## config.mk

```make
export PLATFORM = sky130hd
export DESIGN_NAME = modular_exponentiation
export DESIGN_NICKNAME = d
export VERILOG_FILES = /design/src/rtl/mexp_pkg.sv /design/src/rtl/modular_exponentiation.sv /design/src/rtl/mexp_mulmod.sv /design/src/rtl/mexp_datapath.sv /design/src/rtl/mexp_ctrl.sv
export VERILOG_INCLUDE_DIRS = /design/src /design/src/rtl
export SDC_FILE = /design/constraint.sdc
export NUM_CORES = 2
export LEC_CHECK = 0
export BUFFER_PORTS_ARGS = -buffer_cell sky130_fd_sc_hd__buf_2
export CAP_MARGIN = 10
export CORE_UTILIZATION = 61
export DETAILED_ROUTE_END_ITERATION = 6
export PLACE_DENSITY = 0.85
export SYNTH_ARGS = -nofsm -noshare
export SYNTH_HDL_FRONTEND = slang
export SYNTH_HIERARCHICAL = 1
export SYNTH_SLANG_ARGS = --single-unit
```

## constraint.sdc

```tcl
create_clock -name clk -period 11.25 [get_ports clk]
set_input_delay 0 -clock clk [delete_from_list [all_inputs] [get_ports clk]]
set_output_delay 0 -clock clk [all_outputs]
set_load 0.01 [all_outputs]
```

## src/rtl/modular_exponentiation_defines.svh

```systemverilog
// ----------------------------------------------------------------------------
// modular exponentiation assertion macros
// concurrent assertion helpers used by modular_exponentiation.sv, the rtl file that checks itself
// ----------------------------------------------------------------------------
`ifndef MODULAR_EXPONENTIATION_DEFINES_SVH
`define MODULAR_EXPONENTIATION_DEFINES_SVH

`ifndef ASSERT_OFF

// property holds at every clock edge outside reset
`define ASSERT_PROP(label, clk, rst, prop) \
  label: assert property (@(posedge clk) disable iff (rst) (prop)) \
    else $error("assertion failed");

// consequent holds in the cycle of the antecedent
`define ASSERT_IMPL(label, clk, rst, ante, cons) \
  label: assert property (@(posedge clk) disable iff (rst) (ante) |-> (cons)) \
    else $error("assertion failed");

// consequent holds in the cycle after the antecedent
`define ASSERT_NEXT(label, clk, rst, ante, cons) \
  label: assert property (@(posedge clk) disable iff (rst) (ante) |=> (cons)) \
    else $error("assertion failed");

`else

`define ASSERT_PROP(label, clk, rst, prop)
`define ASSERT_IMPL(label, clk, rst, ante, cons)
`define ASSERT_NEXT(label, clk, rst, ante, cons)

`endif

`endif

```

## src/rtl/mexp_pkg.sv

```systemverilog
// ----------------------------------------------------------------------------
// mexp_pkg
// constants and controller/datapath interface types for modular exponentiation
// ----------------------------------------------------------------------------
package mexp_pkg;

  localparam int VAL_W     = 30;
  localparam int IN_EXP_W  = 32;
  localparam int EXP_WIDTH = 32;
  localparam int BIT_CNT_W = $clog2(EXP_WIDTH);

  localparam logic [VAL_W-1:0] PRIME_MOD = 30'd998244353;

  // barrett reduction for products below 2^60
  localparam int PROD_W = 2 * VAL_W;
  localparam int MU_W   = VAL_W + 1;
  localparam logic [63:0] MU_FULL = (64'd1 << PROD_W) / {34'd0, PRIME_MOD};
  localparam logic [MU_W-1:0] BARRETT_MU = MU_FULL[MU_W-1:0];

  localparam logic [31:0] MOD_X1 = {2'b00, PRIME_MOD};
  localparam logic [31:0] MOD_X2 = {1'b0, PRIME_MOD, 1'b0};

  typedef struct packed {
    logic load;
    logic issue_sq;
    logic issue_mul;
    logic shift;
  } mexp_cmd_t;

  typedef struct packed {
    logic mm_done;
    logic exp_msb;
  } mexp_status_t;

endpackage

```

## src/rtl/modular_exponentiation.sv

```systemverilog
// ----------------------------------------------------------------------------
// modular_exponentiation
// base to the exponent modulo 998244353 by msb-first square-and-multiply
// ----------------------------------------------------------------------------
// channel  ports                   transfer
// input    start, base, exponent   start high and busy low at a rising edge
// output   done, power             done high for one cycle, always taken
//
// each exponent bit costs one square, plus one multiply when the bit is set;
// every modular multiply passes through the 4-stage barrett multiplier
// busy drops with done and a new start is taken then
// synchronous reset returns the sequencer to idle and clears the multiplier valid pipe
// the result side has no stall, power is valid only while done is high
// ----------------------------------------------------------------------------
`include "modular_exponentiation_defines.svh"

module modular_exponentiation (
  input  logic                         clk,
  input  logic                         rst,
  input  logic                         start,
  input  logic [mexp_pkg::VAL_W-1:0]    base,
  input  logic [mexp_pkg::IN_EXP_W-1:0] exponent,
  output logic                         busy,
  output logic                         done,
  output logic [mexp_pkg::VAL_W-1:0]    power
);

  mexp_pkg::mexp_cmd_t    cmd;
  mexp_pkg::mexp_status_t status;

  mexp_ctrl u_ctrl (
    .clk    (clk),
    .rst    (rst),
    .start  (start),
    .status (status),
    .cmd    (cmd),
    .busy   (busy),
    .done   (done)
  );

  mexp_datapath u_datapath (
    .clk      (clk),
    .rst      (rst),
    .cmd      (cmd),
    .base     (base),
    .exponent (exponent),
    .status   (status),
    .power    (power)
  );

  `ASSERT_NEXT(a_accept_sets_busy, clk, rst, start && !busy, busy)
  `ASSERT_IMPL(a_done_not_busy, clk, rst, done, !busy)
  `ASSERT_IMPL(a_power_reduced, clk, rst, done, power < mexp_pkg::PRIME_MOD)
  `ASSERT_IMPL(a_mul_only_when_busy, clk, rst, status.mm_done, busy)

endmodule

```

## src/rtl/mexp_mulmod.sv

```systemverilog
// ----------------------------------------------------------------------------
// mexp_mulmod
// four-stage pipelined multiply modulo the prime, barrett reduction
// ----------------------------------------------------------------------------
module mexp_mulmod (
  input  logic                      clk,
  input  logic                      rst,
  input  logic                      in_valid,
  input  logic [mexp_pkg::VAL_W-1:0] a,
  input  logic [mexp_pkg::VAL_W-1:0] b,
  output logic                      out_valid,
  output logic [mexp_pkg::VAL_W-1:0] res
);

  logic [3:0] vld;

  logic [mexp_pkg::PROD_W-1:0] prod;
  logic [mexp_pkg::PROD_W-1:0] p1;
  logic [61:0]                 t_full;
  logic [61:0]                 t2;
  logic [31:0]                 lo2;
  logic [mexp_pkg::MU_W-1:0]   q;
  logic [60:0]                 qp_full;
  logic [31:0]                 qp3;
  logic [31:0]                 lo3;
  logic [31:0]                 r;
  logic [31:0]                 r_fix;

  assign prod    = a * b;
  assign t_full  = p1[mexp_pkg::PROD_W-1:mexp_pkg::VAL_W-1] * mexp_pkg::BARRETT_MU;
  assign q       = t2[61:31];
  assign qp_full = q * mexp_pkg::PRIME_MOD;

  // true remainder is below three moduli, so 32 bits hold it exactly
  assign r = lo3 - qp3;

  always_comb begin
    if (r >= mexp_pkg::MOD_X2) begin
      r_fix = r - mexp_pkg::MOD_X2;
    end else if (r >= mexp_pkg::MOD_X1) begin
      r_fix = r - mexp_pkg::MOD_X1;
    end else begin
      r_fix = r;
    end
  end

  always_ff @(posedge clk) begin
    if (rst) begin
      vld <= '0;
    end else begin
      vld <= {vld[2:0], in_valid};
    end
  end

  always_ff @(posedge clk) begin
    p1  <= prod;
    t2  <= t_full;
    lo2 <= p1[31:0];
    qp3 <= qp_full[31:0];
    lo3 <= lo2;
    res <= r_fix[mexp_pkg::VAL_W-1:0];
  end

  assign out_valid = vld[3];

endmodule

```

## src/rtl/mexp_datapath.sv

```systemverilog
// ----------------------------------------------------------------------------
// mexp_datapath
// base, exponent shifter and running accumulator around the modular multiplier
// ----------------------------------------------------------------------------
module mexp_datapath (
  input  logic                         clk,
  input  logic                         rst,
  input  mexp_pkg::mexp_cmd_t          cmd,
  input  logic [mexp_pkg::VAL_W-1:0]    base,
  input  logic [mexp_pkg::IN_EXP_W-1:0] exponent,
  output mexp_pkg::mexp_status_t       status,
  output logic [mexp_pkg::VAL_W-1:0]    power
);

  logic [mexp_pkg::VAL_W-1:0]     base_r;
  logic [mexp_pkg::VAL_W-1:0]     base_red;
  logic [mexp_pkg::EXP_WIDTH-1:0] exp_sr;
  logic [mexp_pkg::VAL_W-1:0]     acc;

  logic                       mm_in_valid;
  logic [mexp_pkg::VAL_W-1:0] mm_b;
  logic                       mm_valid;
  logic [mexp_pkg::VAL_W-1:0] mm_res;

  // base stays below twice the modulus, one subtract reduces it
  assign base_red = (base >= mexp_pkg::PRIME_MOD) ? base - mexp_pkg::PRIME_MOD : base;

  assign mm_in_valid = cmd.issue_sq | cmd.issue_mul;
  assign mm_b        = cmd.issue_mul ? base_r : acc;

  mexp_mulmod u_mulmod (
    .clk       (clk),
    .rst       (rst),
    .in_valid  (mm_in_valid),
    .a         (acc),
    .b         (mm_b),
    .out_valid (mm_valid),
    .res       (mm_res)
  );

  always_ff @(posedge clk) begin
    if (cmd.load) begin
      base_r <= base_red;
      exp_sr <= mexp_pkg::EXP_WIDTH'(exponent);
      acc    <= {{(mexp_pkg::VAL_W-1){1'b0}}, 1'b1};
    end else begin
      if (cmd.shift) begin
        exp_sr <= {exp_sr[mexp_pkg::EXP_WIDTH-2:0], 1'b0};
      end
      if (mm_valid) begin
        acc <= mm_res;
      end
    end
  end

  assign status.mm_done = mm_valid;
  assign status.exp_msb = exp_sr[mexp_pkg::EXP_WIDTH-1];
  assign power          = acc;

endmodule

```

## src/rtl/mexp_ctrl.sv

```systemverilog
// ----------------------------------------------------------------------------
// mexp_ctrl
// sequencer for the msb-first square-and-multiply walk over the exponent
// ----------------------------------------------------------------------------
module mexp_ctrl (
  input  logic                   clk,
  input  logic                   rst,
  input  logic                   start,
  input  mexp_pkg::mexp_status_t status,
  output mexp_pkg::mexp_cmd_t    cmd,
  output logic                   busy,
  output logic                   done
);

  typedef enum logic [2:0] {
    ST_IDLE,
    ST_SQ,
    ST_SQ_WAIT,
    ST_MUL,
    ST_MUL_WAIT
  } state_t;

  state_t                        state;
  logic [mexp_pkg::BIT_CNT_W-1:0] cnt;
  logic                          last_bit;
  logic                          advance;

  assign last_bit = (cnt == '0);

  always_comb begin
    cmd     = '0;
    advance = 1'b0;
    case (state)
      ST_IDLE: begin
        cmd.load = start;
      end
      ST_SQ: begin
        cmd.issue_sq = 1'b1;
      end
      ST_SQ_WAIT: begin
        advance = status.mm_done & ~status.exp_msb;
      end
      ST_MUL: begin
        cmd.issue_mul = 1'b1;
      end
      ST_MUL_WAIT: begin
        advance = status.mm_done;
      end
      default: begin
        advance = 1'b0;
      end
    endcase
    cmd.shift = advance & ~last_bit;
  end

  always_ff @(posedge clk) begin
    if (rst) begin
      state <= ST_IDLE;
      cnt   <= '0;
      busy  <= 1'b0;
      done  <= 1'b0;
    end else begin
      done <= 1'b0;
      case (state)
        ST_IDLE: begin
          if (start) begin
            busy  <= 1'b1;
            cnt   <= mexp_pkg::BIT_CNT_W'(mexp_pkg::EXP_WIDTH - 1);
            state <= ST_SQ;
          end
        end
        ST_SQ: begin
          state <= ST_SQ_WAIT;
        end
        ST_MUL: begin
          state <= ST_MUL_WAIT;
        end
        ST_SQ_WAIT, ST_MUL_WAIT: begin
          if (advance) begin
            if (last_bit) begin
              busy  <= 1'b0;
              done  <= 1'b1;
              state <= ST_IDLE;
            end else begin
              cnt   <= cnt - 1'b1;
              state <= ST_SQ;
            end
          end else if (status.mm_done) begin
            // square done and the bit is set: multiply by the base
            state <= ST_MUL;
          end
        end
        default: begin
          state <= ST_IDLE;
        end
      endcase
    end
  end

endmodule

```

After elaboration in Yosys (flattened, before gate mapping)
Index checks and enable logic that the tools add are counted.
- register bits after elaboration: 354
- latch bits: 0
- bits in writable memories: 0
- bits in read-only memories: 0
- memories kept: 0
- add/sub/neg operators: 5
- multipliers: 3
- divide/modulo/power cells: 0
- magnitude comparators: 3
- equality and inequality tests: 9
- shift-type cells: 0
- mux-type cells: 24
- bitwise gates (word level): 7
- reductions and logical operators: 9
- operators by type and width (operator ; number):
    30-bit two-way mux ; 4
    30-bit subtractor, second input constant ; 3
    32-bit two-way mux ; 2
    31-bit by 31-bit multiplier with 62-bit output, second input constant ; 1
    30-bit by 30-bit multiplier with 60-bit output ; 1
    32-bit by 30-bit greater-or-equal comparator with 1-bit output, second input constant ; 1
    32-bit by 31-bit greater-or-equal comparator with 1-bit output, second input constant ; 1
    31-bit by 30-bit multiplier with 32-bit output, second input constant ; 1
    32-bit subtractor ; 1
    30-bit greater-or-equal comparator, second input constant ; 1
    5-bit two-way mux ; 3
    3-bit case mux with 4 select lines ; 1
    5-bit case mux with 2 select lines ; 1
    3-bit two-way mux ; 3
    1-bit two-way mux ; 8
    4-bit AND reduction ; 2
    3-bit by 2-bit equality test with 1-bit output, second input constant ; 2
    5-bit logical NOT ; 1
    5-bit by 1-bit subtractor with 5-bit output, second input constant ; 1
    2-bit by 1-bit inequality test with 1-bit output, second input constant ; 2
    2-bit inequality test, second input constant ; 2
    1-bit NOT ; 4
    1-bit case mux with 2 select lines ; 2
    2-bit nonzero test ; 2
    other kinds (9) ; 10

Depth between registers and ports, before layout
- depth after elaboration: 6
- depth in mapped cells: 36
- mapped depth without buffers: 33

Cells and area by module
Netlist, hierarchy kept.
- modules (own cells, without submodules) (module ; times used ; cells each ; area each (um^2) ; sequential area each (um^2)):
    mexp_mulmod ; 1 ; 5271 ; 50414.6 ; 4424.2
    mexp_datapath ; 1 ; 340 ; 4471.8 ; 2462.4
    mexp_ctrl ; 1 ; 76 ; 656.9 ; 200.2

Least setup slack after synthesis
No wires, ideal clock.
- kind: register to register
- start: register u_ctrl.state[1]
- end: register u_datapath/u_mulmod/p1[59] (netlist bit)
- arrival time: 8.774 ns
- required time: 11.178 ns
- setup slack: 2.404 ns
- cell stages (with the launch flop): 34
- path buffers: 3
- clock period less this slack: 8.846 ns
- cells stage by stage: dfxtp_1 > buf_2 > and3_1 > buf_1 > mux2_2 > clkbuf_1 > and2_1 > fa_1 > fa_1 > fa_1 > inv_1 > fa_1 > inv_1 > fa_1 > inv_1 > fa_1 > inv_1 > fa_1 > inv_1 > fa_1 > inv_1 > ha_1 > a21o_1 > a221o_1 > nand2_1 > a31oi_1 > o31ai_1 > a21oi_1 > a221oi_1 > o21ai_0 > nor3_1 > o31ai_1 > a21oi_1 > xnor2_1
- RTL lines (element ; line ; RTL):
    start, declared ; mexp_ctrl.sv:23 ; state_t state;
    start signal, assigned ; mexp_ctrl.sv:58 ; state <= ST_IDLE;
    start signal, assigned ; mexp_ctrl.sv:69 ; state <= ST_SQ;
    start signal, assigned ; mexp_ctrl.sv:73 ; state <= ST_SQ_WAIT;
    end signal, assigned ; mexp_mulmod.sv:56 ; p1 <= prod;
    end, declared ; mexp_mulmod.sv:18 ; logic [mexp_pkg::PROD_W-1:0] p1;

==> flow_summary.yaml <==
setup_path:
  reg2reg_slack_ns: 0.84
  arrival_ns: 10.84
  cp_max_fo: 30
  slowest_delay_ns: 0.87
  crit_required_ns: 11.68
  r2r-end: "u_datapath/u_mulmod/p1[58]$_DFF_P_"
  cpLargestDelayFamily: "adder cells"
  path_class: "register to register"
  worst-path-buf-inv: 3
  crit_slowest_cell: "a311oi_1"
  r2r_cells: 27
  crit_path_end_kind: "register"
  crit_path_frequent_cell: "fa_1"
  r2r_start: "u_ctrl/state[1]$_SDFFE_PP0P_"
  start_kind: "register"
floorplanning:
  row_count: 110
  die-area_sq_um: 92300
  die_w_um: 304
  num_io_pins: 97
  initial_core_util_pct: 61.6
  core_area_sq_um: 90100
  die_h_um: 304
placed_design:
  place.gp.congestion: 0.965
  port_buffers: 96
  dpl.hpwl_um: 111000
yosys:
  netlist_area_sq_um: 55500
  synth_cell_types: 96
  syn_nets: 7518
  synth_ff_type: "dfxtp_1"
  synth_cells: 5687
  synth-seq-cells: 323
  yosys_warnings: 6
  synth_area_per_cell_sq_um: 9.77
  synth.yosys.seq_area_share_pct: 12.8
  async_reset_ff_share_pct: 0
  synth_edf_count: 62
clock_tree:
  cts_tree: "done"
  cts_root_buffer: "clkbuf_16"
  cts_buffers: 34
  cts.clk_slew.worst_paths_ns: 0.06
  cts.sinks: 323
  clockBufferDepth: 3
  clk_latency_ns: 0.57
  post-cts-setup-buffers: 0
  hold_buffers: 75
  cts-resized-gates: 0
  htreeDepth: 2
global_route:
  antenna_found_initial: 9
  grt_overflow: 0
  grt_pass1_wl_um: 237000
  grt_max_degree: 53
  grt_pass1_vias: 44300
  grtUsageTotal_pct: 32.9
timing:
  finalMaxSlewViolations: 0
  fmax_mhz: 96.0
  setup_viol: 0
  max_slew_margin_pct: 27.7
  fin_crit_ns: 10.41
  fin_hold_ws_ns: 0.0746
  fin_crit_sh_pct: 92.6
  tightest_slew_ns: 1.08
  fin_skew_ns: 0.0441
  rsz0062_at_grt: "false"
  hold_viol_final: 0
  setup_tns_ns: 0
routing:
  finalWirelength_um: 149000
  dr.pass1.iters: 7
  vias: 40800
  viasPerCell: 5.89
  drtAntennaViolNets: 0
  wl_per_cell_um: 21.5
  drt_iter0_drc: 3499
  drcViolationCount: 1
layout:
  drive_above_1_share_pct: 5.38
  layout_commonest_cell: "inv_1"
  final_cell_mix: "1272 x inv_1, 1048 x fa_1, 718 x ha_1"
  syn_to_final_growth_pct: 6.00
  nNetsFinal: 7553
pwr:
  ir_worst_vdd_v: 0.000177
  cellLeakagePower_nw: 31.1
  power_density_nw_per_um2: 78.9
worst_hold_path:
  worstHoldStart: "start"
  hold_depth: 5
  hold_class: "input pin to register"
  worstHoldEndpoint: "u_ctrl/state[0]$_SDFFE_PP0P_"
status:
  status: "finished with violations"
  violations: "design-rule violations"
run:
  maxCapViolations: 0
Yosys cell counts (all sizes together), types with 7 or more instances:
| cell type | n | share of area [%] |
|---|---|---|
| nor4 | 17 | 0.26 |
| and2 | 530 | 6.0 |
| fa | 1048 | 38 |
| o21bai | 18 | 0.24 |
| mux2i | 30 | 0.54 |
| or2 | 9 | 0.10 |
| dfxtp | 261 | 9.4 |
| nand2b | 14 | 0.16 |
| and3 | 20 | 0.23 |
| nor3 | 44 | 0.41 |
| nand3 | 40 | 0.40 |
| edfxtp | 62 | 3.4 |
| ha | 718 | 16 |
| a21oi | 137 | 1.2 |
| inv | 1272 | 8.6 |
| o211ai | 13 | 0.18 |
| clkbuf | 200 | 1.4 |
| a211oi | 20 | 0.28 |
| a21o | 59 | 0.80 |
| xnor2 | 112 | 1.8 |
| xor2 | 64 | 1.0 |
| nand2 | 476 | 3.2 |
| o21a | 19 | 0.27 |
| nor3b | 8 | 0.11 |
| o31ai | 7 | 0.10 |
| or4 | 8 | 0.13 |
| a211o | 7 | 0.11 |
| nor2 | 119 | 0.80 |
| buf | 20 | 0.23 |
| nor2b | 22 | 0.25 |
| a31oi | 15 | 0.20 |
| nand3b | 10 | 0.14 |
| mux2 | 63 | 1.3 |
| nand4 | 23 | 0.28 |
| or3 | 16 | 0.19 |
| o21ai | 92 | 0.86 |
per-stage QoR:
step	area (sq um)	setup WS (ns)	util, %	power [mW]	cells
2_1_floorplan	55500	2.40	-	2.89	5687
3_3_place_gp	57000	1.12	63.2	3.39	6787
3_5_place_dp	57000	1.04	63.2	3.43	6787
4_1_cts	58900	0.986	65.3	4.61	6924
5_1_grt	58900	0.481	65.3	4.89	6928
6_report	58900	0.836	65.3	4.65	6930
flip-flops by register name, indices dropped and copies added, names as in the netlist:
| register | flops |
|---|---|
| u_datapath/base_r | 30 |
| u_datapath/u_mulmod/res | 30 |
| u_datapath/u_mulmod/t2 | 31 |
| u_datapath/exp_sr | 32 |
| u_ctrl/state | 3 |
| u_datapath/u_mulmod/lo2 | 32 |
| u_ctrl/done | 1 |
| u_ctrl/busy | 1 |
| u_ctrl/cnt | 5 |
| u_datapath/u_mulmod/p1 | 60 |
| u_datapath/u_mulmod/qp3 | 32 |
| u_datapath/u_mulmod/lo3 | 32 |
| u_datapath/u_mulmod/vld | 4 |
| u_datapath/power | 30 |
worst reg2reg max path, cell delays in order, from the launching register on:
cell and delay [ns]:
dfxtp_1 0.59, and3_1 0.52, buf_4 0.30, mux2_2 0.63, and2_1 0.31, fa_1 0.57
fa_1 0.44, fa_1 0.52, inv_1 0.05, fa_1 0.47, inv_1 0.05, fa_1 0.48
fa_1 0.56, fa_1 0.44, fa_1 0.45, ha_1 0.36, a21o_1 0.20, a21o_1 0.17
a2111oi_0 0.39, o21ai_0 0.20, a311oi_1 0.87, o21ba_2 0.35, o211ai_1 0.15, a21oi_1 0.23
o21ai_0 0.27, o31a_1 0.40, nor4b_1 0.27, a211oi_1 0.08
where the power goes:
part | total, mW | internal, mW | switching [mW]
registers | 1.44 | 1.35 | 0.0964
logic | 2.07 | 0.782 | 1.28
clock network | 1.14 | 0.634 | 0.502
layout make-up:
| type | count | area (sq um) |
|---|---|---|
| multi-input combinational | 3872 | 42800 |
| fill | 6594 | 31300 |
| clock inverter | 17 | 181 |
| inverter | 1272 | 4770 |
| antenna | 6 | 15.0 |
| sequential | 323 | 7090 |
| clock buffer | 45 | 952 |
| timing repair buffer | 219 | 1590 |
| tap | 1176 | 1470 |
worst max-delay path by stage:
stage                                                    end                    startpoint  depth (start not counted)  slack [ns]
after floorplan           u_datapath/u_mulmod/p1[59]$_DFF_P_  u_ctrl/state[1]$_SDFFE_PP0P_                         33        2.40
after global placement    u_datapath/u_mulmod/p1[58]$_DFF_P_  u_ctrl/state[1]$_SDFFE_PP0P_                         27        1.12
after detailed placement  u_datapath/u_mulmod/p1[58]$_DFF_P_  u_ctrl/state[1]$_SDFFE_PP0P_                         27        1.04
after CTS                 u_datapath/u_mulmod/p1[58]$_DFF_P_  u_ctrl/state[1]$_SDFFE_PP0P_                         27        0.99
after global routing      u_datapath/u_mulmod/p1[58]$_DFF_P_  u_ctrl/state[1]$_SDFFE_PP0P_                         27        0.48
final                     u_datapath/u_mulmod/p1[58]$_DFF_P_  u_ctrl/state[1]$_SDFFE_PP0P_                         27        0.84
metal layers:
layer / wire length, um / GRT usage (%)
met5: 20 / 0
met4: 9120 / 17.9
met3: 14700 / 7.21
met2: 70400 / 54.3
met1: 55000 / 40.4
cell families (layout without fill, tap and decap cells):
logic type	Yosys count	in the layout	synth area share, %
AO/OA/AOI/OAI	466	466	5.58
XOR/XNOR	176	176	2.78
adder cells (fa/ha/maj)	1766	1766	53.9
buffers and inverters	1492	1553	10.2
flip-flops	323	323	12.8
multiplexers	93	93	1.82
other	0	6	0
AND/OR/NAND/NOR	1371	1371	12.9
Note: power is estimated with default switching activity, not from simulation.
